`src/hw/rtl/qconv_ram.sv`:
```
// ----------------------------------------------------------------------------
// qconv_ram: generic simple dual-port RAM
// One write port and one read port with registered read data.
// ----------------------------------------------------------------------------
module qconv_ram #(
  parameter int WIDTH = 8,
  parameter int DEPTH = 32
) (
  input  logic                     clk,
  input  logic                     we,
  input  logic [$clog2(DEPTH)-1:0] waddr,
  input  logic [WIDTH-1:0]         wdata,
  input  logic [$clog2(DEPTH)-1:0] raddr,
  output logic [WIDTH-1:0]         rdata
);

  logic [WIDTH-1:0] mem [DEPTH];

  always_ff @(posedge clk) begin
    if (we) begin
      mem[waddr] <= wdata;
    end
    rdata <= mem[raddr];
  end

endmodule
```
`config.mk`:
```
export PLATFORM = sky130hd
export DESIGN_NAME = qconv_ram
export DESIGN_NICKNAME = d
export VERILOG_FILES = /design/src/hw/rtl/qconv_ram.sv
export SDC_FILE = /design/constraint.sdc
export NUM_CORES = 1
export LEC_CHECK = 0
export ABC_AREA = 1
export ABC_CLOCK_PERIOD_IN_PS = 1700
export BUFFER_PORTS_ARGS = -buffer_cell sky130_fd_sc_hd__buf_2
export CAP_MARGIN = 15
export CORE_MARGIN = 1
export CORE_UTILIZATION = 62
export DETAILED_ROUTE_END_ITERATION = 6
export GPL_ROUTABILITY_DRIVEN = 0
export PLACE_DENSITY_LB_ADDON = 0.08
export SYNTH_ARGS = -nofsm -noshare
export SYNTH_HDL_FRONTEND = slang
export SYNTH_SLANG_ARGS = --single-unit
```
`constraint.sdc`:
```
create_clock -name clk -period 1.7 [get_ports clk]
set_clock_uncertainty 0.2 [all_clocks]
set_input_delay 0.255 -clock clk [delete_from_list [all_inputs] [get_ports clk]]
set_output_delay 0.255 -clock clk [all_outputs]
set_load 0.02 [all_outputs]
```
# Word level (Yosys, flattened, before mapping)
# Memory sizes are Yosys's and may differ from the RTL's. A register that Yosys moved wholly into a read port is not among the register bits.
# Cells that the tools add are included.
# word_totals
n_memories,1
output_inout_bits,8
regBits,0
ramBits,256
in_bits,20
# classes
n_mux,2
# memory_table
name,depth,width,read_ports,rd_clocked_by_memory_dff,write_ports,line,text
mem,32,8,1,1,1,17,logic [WIDTH-1:0] mem [DEPTH];
# op_table
operator,count
$mux W1,2

# Longest topological paths before layout
# logic_depth
word_depth,2
depth_mapped,11
mapped_depth_nobuf,9

# Least setup slack after synthesis
# No wires, ideal clock.
# synth_path
path_kind,in2reg
from,in waddr[0]
to,"mem mem[0][0], enable pin"
t_arrival_ns,0.919
slack_ns,0.211
path_stages,3
setup_ns,0.370
path_cell_list,inv_1 nand3_1 nor2_1
# synth_lines
element,line,text
"start, declared",11,"input logic [$clog2(DEPTH)-1:0] waddr,"
"end, declared",17,
# No word-level cell before the write port.

# Final worst setup path
# layout_path
from,reg rdata[3] (read register of mem)
to,out rdata[3]
# layout_lines
element,line,text
"start, declared",14,output logic [WIDTH-1:0] rdata
# No word-level cell between the ends.

==> reports/metrics.cfg <==
[setup_path]
end_kind = output port
cp_slowest_cell = dfxtp_1
r2r-end = rdata[7]$_DFF_P_
path_max_fanout = 1
slowest_delay_ns = 0.39
crit_chain = buf_2
rrSetupSlack_ns = 0.32
path_delay_family = flip-flops
path_class = reg2out
start_kind = flop
rr_startpoint = mem[10][7]$_DFFE_PP_
crit_required_ns = 1.24
r2r_cells = 8
arrival_ns = 1.09
path_buf_inv = 1

[sta]
whs_ns = 0.125
slew_headroom = 0.630
rsz0062_at_grt = no
setup_viol = 0
clock.fmax_mhz = 645
min_period_ns = 1.55
final_max_slew_viol_count = 0
hold_viol_final = 0
finalCritPeriodShare = 0.912
tightest_slew_ns = 0.554

[floorplan]
die_w_microns = 134
die_h_microns = 134
die-area_sq_um = 17900
core-area_sq_um = 16800
num_rows = 47
ios = 28
start_util = 0.644

[clock_tree]
clock-sinks = 264
cts_resized = 0
worstSkewPairLatency_ns = 0.52
path_clk_slew_ns = 0.06
cts_tree = built
htreeDepth = 1
cts_root_buffer = clkbuf_16
postCtsSetupBuffers = 0
numCtsBuffers = 26
clock_path_buffers = 3

[hold_path]
min_to = rdata[0]$_DFF_P_
hold_class = in2reg
min_from = raddr[3]
hold_path_depth = 6

[logic_synthesis]
avgSynthCellArea_sq_um = 11.7
synth-compound-area-share = 0
synth_xor_area_frac = 0
synthCells = 922
ys_seq_elements = 264
synth_mux_area_frac = 0
yosysUniqueCellTypes = 12
synthSimpleGateAreaFrac = 0.231
synth_top_family_by_area = simple AND/OR/NAND/NOR gates
synthAdderAreaFrac = 0
netlist_area_sq_um = 10800
synth_warnings = 0
synth_seq_area_share = 0.728
synth_fp_nets = 942

[global_routing]
grt_antenna_before_repair = 0
grt_pass1_vias = 7117
grt_overflow = 0
track_usage = 0.296
grt_pass1_wl_microns = 39900
grt_max_degree = 58

[placement]
portBuffers = 27
dpl.hpwl_microns = 15400

[pwr]
finalPower_mw = 13.7
leakage_nw = 4.70
ir_drop_mv = 0.887
p_per_area_nw_per_um2 = 1110

[cells_and_area]
fill_cells = 1111
areaGrowthSynthToFinish_pct = 14.4
drive_gt1_frac = 0.124
fin_util = 0.736
antenna_cells = 0
nets = 1018

[flow_run]
cap_violations = 0

[detailed_routing]
drt_iter0_markers = 987
drtAntennaViolNets = 0
viasPerCell = 5.89
dr.pass1.iters = 5
drt_wl_total_microns = 25400
num_vias = 7284
drc = 0
routedWlPerCell_microns = 20.5

[run_status]
status = complete, no violations

==> kinds of logic after synthesis <==
family                 Yosys count
buffers and inverters           62
DFF                            264
and+or+nand+nor                596
==> layout by cell type, fill, tap and decap left out, types with 9 or more instances in the layout <==
cell type and instances:
buf_12 13, buf_2 26, buf_4 52, clkbuf_16 27, clkinv_1 11, dlygate4sd3_1 9, edfxtp_1 256, nand2_1 360
nand3_1 204, nor2_1 32
==> registers in the layout, summed over array words and instances (netlist names) <==
name / flops
mem: 256
rdata: 8
==> timing repair <==
action                                  CTS  global route
endpoints found under the setup margin    0             0
hold endpoints to repair                245             0
hold buffers                              9             0
==> cells in the mapped netlist <==
library cell  count  area, sq um
nand2_1         360         1350
edfxtp_1        256         7690
nand3_1         204         1020
nor2_1           32          120
buf_6            24          270
buf_2            15         75.1
dfxtp_1           8          160
inv_1             8         30.0
clkbuf_1          7         26.3
buf_4             4         30.0
buf_1             2         7.51
inv_2             2         7.51
==> routing by layer <==
metal  part of all wire  wire length, microns  global-route usage
met5                  0                     0                   0
met4              0.024                   612              0.0928
met3              0.083                  2120              0.0408
met2               0.48                 12100               0.473
met1               0.42                 10500               0.427
==> cell type report <==
cell class                      instances  area, sq um  share of cell area
Clock buffer                           30          687              0.0557
Clock inverter                         17          124              0.0100
Inverter                               10         38.8             0.00314
Multi-Input combinational cell        596         2490               0.202
Sequential cell                       264         7850               0.636
Tap cell                              220          275              0.0223
Timing Repair Buffer                  100          871              0.0706
==> metrics by stage <==
stage / setup TNS (ns) / cell area, sq um / instances / setup WS (ns)
after global routing: 0 / 12300 / 1237 / 0.150
after detailed placement: -0.0731 / 11400 / 1181 / -0.0425
after global placement: 0 / 11400 / 1181 / 0.0158
after CTS: 0 / 12300 / 1237 / 0.142
after floorplan: 0 / 10800 / 922 / 0.211
final: 0 / 12300 / 1237 / 0.150
==> worst reg2reg max path, cell delays in order, from the launching register on <==
cell      delay, ns
edfxtp_1       0.38
nand2_1        0.09
nand3_1        0.07
nand3_1        0.13
nand2_1        0.09
nand2_1        0.09
nand2_1        0.06
nand2_1        0.07
nand2_1        0.08
==> report_power, final <==
part	switching [mW]	leakage (nW)	internal (mW)
clock	2.32	0.394	3.17
combinational	0.664	1.93	0.301
sequential	0.0308	2.37	7.23
==> worst max-delay path by stage <==
| stage | cells after the start | from | end |
|---|---|---|---|
| 4_1_cts | 1 | rdata[3]$_DFF_P_ | rdata[3] |
| 3_5_place_dp | 11 | raddr[0] | rdata[5]$_DFF_P_ |
| 2_1_floorplan | 3 | waddr[0] | mem[0][0]$_DFFE_PP_ |
| 6_report | 1 | rdata[3]$_DFF_P_ | rdata[3] |
| 5_1_grt | 1 | rdata[3]$_DFF_P_ | rdata[3] |
| 3_3_place_gp | 11 | raddr[0] | rdata[7]$_DFF_P_ |
(Power assumes the default switching activity.)
